[config.mk]
export PLATFORM = sky130hd
export DESIGN_NAME = vod_voxel
export DESIGN_NICKNAME = d
export VERILOG_FILES = /design/src/sv/vod_pkg.sv /design/src/sv/vod_voxel.sv
export SDC_FILE = /design/constraint.sdc
export NUM_CORES = 2
export LEC_CHECK = 0
export BUFFER_PORTS_ARGS = -buffer_cell sky130_fd_sc_hd__buf_2
export CAP_MARGIN = 5
export CORE_MARGIN = 2
export CORE_UTILIZATION = 55
export DETAILED_ROUTE_END_ITERATION = 10
export PLACE_DENSITY = 0.76
export RECOVER_POWER = 100
export SYNTH_ARGS = -nofsm -noshare
export SYNTH_HDL_FRONTEND = slang
export SYNTH_SLANG_ARGS = --single-unit
[constraint.sdc]
create_clock -name clk -period 9.18 [get_ports clk]
set_input_delay 1.836 -clock clk [delete_from_list [all_inputs] [get_ports clk]]
set_output_delay 1.836 -clock clk [all_outputs]
set_load 0.005 [all_outputs]
[src/sv/vod_pkg.sv]
package vod_pkg;

  localparam int COORD_W     = 32;
  localparam int CELL_W      = 31;
  localparam int INV_W       = 32;
  localparam int COUNT_OUT_W = 13;
  localparam int CFG_IDX_W   = 3;
  localparam int CFG_DATA_W  = 32;
  localparam int AXES        = 3;

  // configuration register indexes
  typedef enum logic [CFG_IDX_W-1:0] {
    REG_MIN_X    = 3'd0,
    REG_MIN_Y    = 3'd1,
    REG_MIN_Z    = 3'd2,
    REG_CELL     = 3'd3,
    REG_INV_CELL = 3'd4
  } reg_idx_t;

  localparam logic [CELL_W-1:0] CELL_RESET = 31'd65536;
  localparam logic [INV_W-1:0]  INV_RESET  = 32'd65536;

  typedef struct packed {
    logic signed [COORD_W-1:0] min_x;
    logic signed [COORD_W-1:0] min_y;
    logic signed [COORD_W-1:0] min_z;
    logic [CELL_W-1:0]         cell_size;
    logic [INV_W-1:0]          inv_cell_size;
  } vod_cfg_t;

endpackage

[src/sv/vod_voxel.sv]
// Index and center per axis: one shared pipeline, the three axes enter on
// consecutive cycles. done pulses when the last axis leaves.
module vod_voxel #(
  parameter int INDEX_BITS = 16
) (
  input  logic                               clk,
  input  logic                               rst_n,
  input  logic                               start,
  input  logic signed [vod_pkg::COORD_W-1:0] coord [vod_pkg::AXES],
  input  vod_pkg::vod_cfg_t                  cfg,
  output logic                               done,
  output logic [3*INDEX_BITS-1:0]            key,
  output logic signed [vod_pkg::COORD_W-1:0] center [vod_pkg::AXES]
);
  import vod_pkg::*;

  localparam int PW = COORD_W + INV_W;
  localparam int CW = INDEX_BITS + CELL_W;
  localparam int SW = INDEX_BITS + COORD_W + 2;
  localparam logic [COORD_W-1:0] TOP = COORD_W'((1 << INDEX_BITS) - 1);

  logic [1:0] f_axis_r;
  logic       f_act_r;
  logic       v1_r, v2_r, v3_r, v4_r;
  logic [1:0] a1_r, a2_r, a3_r, a4_r;
  logic signed [COORD_W:0] diff_r;
  logic       neg2_r;
  logic [PW-1:0] prod_r;
  logic [INDEX_BITS-1:0] idx_r;
  logic [CW-1:0] cprod_r;
  logic [INDEX_BITS-1:0] idx_st_r [AXES];

  logic signed [COORD_W-1:0] sel_coord, sel_min4;
  logic signed [COORD_W-1:0] min_by_axis [AXES];
  logic [COORD_W-1:0] q;
  logic [INDEX_BITS-1:0] idx_nxt;
  logic signed [SW-1:0] sum;

  assign min_by_axis[0] = cfg.min_x;
  assign min_by_axis[1] = cfg.min_y;
  assign min_by_axis[2] = cfg.min_z;
  assign sel_coord = coord[f_axis_r];
  assign sel_min4  = min_by_axis[a4_r];

  // floor of the product, clamped to the index range
  assign q = prod_r[PW-1:INV_W];
  always_comb begin
    if (neg2_r) begin
      idx_nxt = '0;
    end else if (q > TOP) begin
      idx_nxt = TOP[INDEX_BITS-1:0];
    end else begin
      idx_nxt = q[INDEX_BITS-1:0];
    end
  end

  // min + half cell + index * cell
  assign sum = SW'(sel_min4) + SW'({1'b0, cfg.cell_size[CELL_W-1:1]})
             + $signed({2'b00, cprod_r});

  // control: axis feed and valid chain
  always_ff @(posedge clk) begin
    if (!rst_n) begin
      f_act_r  <= 1'b0;
      f_axis_r <= '0;
      v1_r <= 1'b0; v2_r <= 1'b0; v3_r <= 1'b0; v4_r <= 1'b0;
      done <= 1'b0;
    end else begin
      if (start) begin
        f_act_r  <= 1'b1;
        f_axis_r <= '0;
      end else if (f_act_r) begin
        f_act_r  <= (f_axis_r != 2'd2);
        f_axis_r <= f_axis_r + 2'd1;
      end
      v1_r <= f_act_r;
      v2_r <= v1_r;
      v3_r <= v2_r;
      v4_r <= v3_r;
      done <= v4_r && (a4_r == 2'd2);
    end
  end

  // datapath
  always_ff @(posedge clk) begin
    diff_r <= {sel_coord[COORD_W-1], sel_coord}
            - {min_by_axis[f_axis_r][COORD_W-1], min_by_axis[f_axis_r]};
    a1_r   <= f_axis_r;
    prod_r <= PW'(diff_r[COORD_W-1:0]) * PW'(cfg.inv_cell_size);
    neg2_r <= diff_r[COORD_W];
    a2_r   <= a1_r;
    idx_r  <= idx_nxt;
    a3_r   <= a2_r;
    if (v2_r) begin
      idx_st_r[a2_r] <= idx_nxt;
    end
    cprod_r <= CW'(idx_r) * CW'(cfg.cell_size);
    a4_r    <= a3_r;
    if (v4_r) begin
      if (sum[SW-1] && (sum[SW-1:COORD_W-1] != '1)) begin
        center[a4_r] <= {1'b1, {(COORD_W-1){1'b0}}};
      end else if (!sum[SW-1] && (sum[SW-1:COORD_W-1] != '0)) begin
        center[a4_r] <= {1'b0, {(COORD_W-1){1'b1}}};
      end else begin
        center[a4_r] <= sum[COORD_W-1:0];
      end
    end
  end

  assign key = {idx_st_r[0], idx_st_r[1], idx_st_r[2]};
endmodule

== Yosys cells after proc, flatten, opt, wreduce, memory -nomap -nowiden ==
Memories as Yosys holds them, arrays and structs flattened.
Index checks and enable logic that the tools add are counted.

* Flip-flop bits (word level): 273
* Bits in writable memories: 48
* Memories: 1

* Add/subtract/negate cells: 4
* Multipliers: 2
* $lt $le $gt $ge: 4
* Equal/unequal tests: 3
* Muxes and demuxes: 20
* Bitwise gates (word level): 9
* Reduce and logical (&&, ||, !) cells: 7

{| class="wikitable"
|+ Memory list
! name !! words !! width !! rd ports !! clocked after Yosys merged registers in !! wr ports !! line !! text
|-
| idx_st_r || 3 || 16 || 3 || 0 || 1 || vod_voxel.sv:31 || <nowiki>logic [INDEX_BITS-1:0] idx_st_r [AXES];</nowiki>
|}

{| class="wikitable"
|+ Operators by type and width
! kind !! count
|-
| $mux W32 || 7
|-
| $bmux W32 S2 || 3
|-
| $mux W96 || 2
|-
| $bwmux W96 || 1
|-
| $and A93 B93 Y93 || 1
|-
| $not A93 Y93 || 1
|-
| $or A93 B93 Y93 || 1
|-
| $demux W32 S2 || 1
|-
| $mul A32 B32 Y64 || 1
|-
| $add A33 B48 Y49 || 1
|-
| $mul A16 B31 Y47 || 1
|-
| $add A32 B31 Y33 || 1
|-
| $sub A32 B32 Y33 || 1
|-
| $gt A32 B16 Y1 const B || 1
|-
| $mux W16 || 2
|-
| $ne A19 B19 Y1 const B || 1
|-
| $reduce_bool A19 Y1 || 1
|-
| $ge A3 B3 Y1 const B || 2
|-
| $not A2 Y3 || 2
|-
| $logic_and A1 B1 Y1 || 4
|-
| $mux W1 || 4
|-
| $and A3 B3 Y3 || 1
|-
| $lt A3 B1 Y1 const B || 1
|-
| $not A3 Y3 || 1
|-
| other kinds (7) || 7
|}

== Logic depth before layout (Yosys ltp) ==
* Depth after elaboration: 10
* Gate-level depth with buffers: 30
* Gate-level depth less buffers: 29

== Worst setup path after synthesis ==
OpenSTA, ideal clock, no wires.

* Kind: input port to flip-flop
* From: input port cfg[94] (netlist name)
* To: register center[32] (netlist name), enable pin
* Arrival time: 8521 ps
* Path slack: 189 ps
* Stages on the path: 17
* Path buffers: 2
* Cells stage by stage: mux2i_1 -> o21ai_0 -> ha_1 -> ha_1 -> buf_2 -> a21o_1 -> a21o_1 -> a21oi_1 -> o21ai_0 -> a21o_1 -> o21ai_0 -> o21ai_0 -> xnor2_1 -> or4_4 -> o31ai_4 -> buf_6 -> a21boi_0

{| class="wikitable"
|+ RTL lines
! what !! line !! text
|-
| start, declared || vod_voxel.sv:10 || <nowiki>input vod_pkg::vod_cfg_t cfg,</nowiki>
|-
| end signal, assigned by index || vod_voxel.sv:101 || <nowiki>center[a4_r] <= {1'b1, {(COORD_W-1){1'b0}}};</nowiki>
|-
| end signal, assigned by index || vod_voxel.sv:103 || <nowiki>center[a4_r] <= {1'b0, {(COORD_W-1){1'b1}}};</nowiki>
|-
| end signal, assigned by index || vod_voxel.sv:105 || <nowiki>center[a4_r] <= sum[COORD_W-1:0];</nowiki>
|-
| end, declared || vod_voxel.sv:13 || <nowiki>output logic signed [vod_pkg::COORD_W-1:0] center [vod_pkg::AXES]</nowiki>
|}

== Worst setup path after layout ==
* From: input port cfg[9] (netlist name)
* To: register prod_r[51]

* Word-level cells in the longest chain between the ends: 1

{| class="wikitable"
|+ Ends and longest elaborated chain
! what !! line !! text
|-
| $mul A32 B32 Y64 || vod_voxel.sv:89 || <nowiki>prod_r <= PW'(diff_r[COORD_W-1:0]) * PW'(cfg.inv_cell_size);</nowiki>
|-
| end signal, assigned || vod_voxel.sv:89 ||
|-
| end, declared || vod_voxel.sv:28 || <nowiki>logic [PW-1:0] prod_r;</nowiki>
|}

No other way between the ends.
A chain may end at the register's enable or synchronous reset.

==> results.sh <==
export IMPL_area_delta_synth_final_pct=7.88
export IMPL_core_area_mm2=0.116
export IMPL_ctsLongestPathBuffers=3
export IMPL_final_cell_area_mm2=0.0695
export IMPL_drt_iter0_drc=4254
export IMPL_final_common_cell="fa_1"
export IMPL_fin_crit_ns=8.86
export IMPL_worstPathArrival_ns=9.28
export IMPL_gp_congestion=0.964
export IMPL_antenna_found_initial=19
export IMPL_grt_pass1_wl_um=295000
export IMPL_die_area_mm2=0.120
export IMPL_violations="capacitance limit, slew limit"
export IMPL_cts_made_buffers=35
export IMPL_mostFrequentLayoutCells="fa_1, inv_1, nand2_1"
export IMPL_whs_ns=0.326
export IMPL_synthDistinctLibCells=86
export IMPL_cp_end_kind="register"
export IMPL_cts_tree="done"
export IMPL_vias=50700
export IMPL_grt_overflow_total=0
export IMPL_synth_ff_latch_count=289
export IMPL_insertion_delay_ns=0.56
export IMPL_worstPathRequired_ns=9.61
export IMPL_setup_violations=0
export IMPL_grt_pass1_vias=53400
export IMPL_layout_drive_gt1_share_pct=8.26
export IMPL_grt_max_degree=69
export IMPL_yosysSeqAreaShare_pct=11.2
export IMPL_postRouteAntennaNets=0
export IMPL_cts_resized_gates=0
export IMPL_final_nets=9376
export IMPL_max_clock_freq_mhz=113
export IMPL_hold_viol=0
export IMPL_maxCapViolCount=3
export IMPL_clock_skew_ns=0.0205
export IMPL_ys_flop_type="dfxtp_1"
export IMPL_avgViaCountPerCell=5.71
export IMPL_start_util_pct=55.4
export IMPL_post_cts_buffers=0
export IMPL_dr_pass1_iters=6
export IMPL_slowest_stage="fa_1"
export IMPL_drt_total_wl_um=184000
export IMPL_status="complete, but fails checks"
export IMPL_die_h_um=346
export IMPL_post_drt_wl_per_cell_um=20.8
export IMPL_slew_headroom_pct=-163
export IMPL_rows=125
export IMPL_hold_buffers=0
export IMPL_syn_inst=7039
export IMPL_path_class="in2reg"
export IMPL_cts_root_buffer_cell="clkbuf_16"
export IMPL_cts_sinks=289
export IMPL_syn_avg_cell_area_um2=9.15
export IMPL_start_kind="input port"
export IMPL_final_max_slew_viol_count=110
export IMPL_max_stage_delay_ns=0.57
export IMPL_drc=0
export IMPL_netlist_area_mm2=0.0644
export IMPL_hpwl_um=153000
export IMPL_period_share_pct=96.5
export IMPL_worst_pin_slew_ns=3.94
export IMPL_yosysWarnings=0
export IMPL_place_area_mm2=0.0686
export IMPL_io_buffers=402
export IMPL_synth_nets=9104
export IMPL_crit_path_frequent_cell="fa_1"
export IMPL_die_width_um=346
export IMPL_async_flop_share_pct=0
export IMPL_path_max_fanout=13
export IMPL_hp_class="reg2reg"
export IMPL_synth_edf_count=144
export IMPL_path_clk_slew_ns=0.06
export IMPL_ios=403
export IMPL_cts_max_level=2
export IMPL_track_usage_pct=31.2
[Yosys cell counts (42+ instances only)]
library cell	count	share of area [%]
a21o_1	71	0.83
a21oi_1	188	1.5
a22oi_1	71	0.83
and2_1	752	7.3
clkbuf_1	340	2.0
dfxtp_1	145	4.5
edfxtp_1	144	6.7
fa_1	1331	41
ha_1	476	9.2
inv_1	1295	7.5
mux2i_1	97	1.5
nand2_1	1031	6.0
nand3_1	61	0.47
nor2_1	183	1.1
o21ai_0	218	1.7
xnor2_1	96	1.3
xor2_1	42	0.57
[final timing paths]
path	startpoint	to	slack [ns]	cells past startpoint
max	cfg[9]	prod_r[51]	0.32	29
min	a1_r[0]	a2_r[0]	0.33	0
max reg2reg	f_axis_r[1]	diff_r[30]	0.33	17
min reg2reg	a1_r[0]	a2_r[0]	0.33	0
[kinds of logic (layout without fill, tap and decap cells)]
| group | after synthesis | after routing | share of synthesized area (%) |
|---|---|---|---|
| other | 0 | 14 | 0 |
| adders and majority gates | 1807 | 1807 | 50.6 |
| xor gates and xnor gates | 138 | 138 | 1.88 |
| buffers and inverters | 1685 | 1984 | 9.93 |
| muxes | 99 | 99 | 1.54 |
| AOI/OAI and AO/OA | 784 | 784 | 7.84 |
| and+or+nand+nor | 2237 | 2237 | 17.0 |
| DFF | 289 | 289 | 11.2 |
[routing by layer]
metal	global-route usage, %	vias up	part of all wire, %
met2	50.9	2276	48
li1	-	22200	-
met4	13.0	10	4.7
met5	0	-	0.037
met1	41.1	25700	39
met3	5.83	467	8.8
[flip-flops by register name (all words and copies together), names as in the netlist, 2 cells and up]
name / count
a2_r: 2
prod_r: 32
a4_r: 2
cprod_r: 47
diff_r: 33
center: 96
f_axis_r: 2
idx_r: 16
idx_st_r: 48
a3_r: 2
a1_r: 2
[critical path: cells and delay by family]
family                   cells  cell delay [ns]
AO/OA/AOI/OAI                9             1.86
XOR/XNOR                     1             0.17
adder cells (fa/ha/maj)      9             4.21
buffers and inverters        8             1.06
AND/OR/NAND/NOR              2             0.12
[metrics by stage]
stage	instances	util, %	TNS, ns	setup WS, ns
after global placement	8798	59.0	-0.893	-0.231
after global routing	8873	59.8	-0.00187	-0.00187
after floorplan	7039	-	0	0.189
final	8876	59.8	0	0.324
after CTS	8862	60.0	0	0.129
after detailed placement	8798	59.0	-2.71	-0.440
[cell type report]
class,instances,area (um2)
multi-input cells,5065,50800
well taps,1524,1910
repair buffers,624,3530
inverters,1296,4860
diodes,14,35.0
clock buffers,47,952
flip-flops and latches,289,7230
fillers,9933,46700
clock inverters,17,173
Power is not shown: default switching activity piles up to over one toggle a cycle in this logic, so the estimate is an artifact.
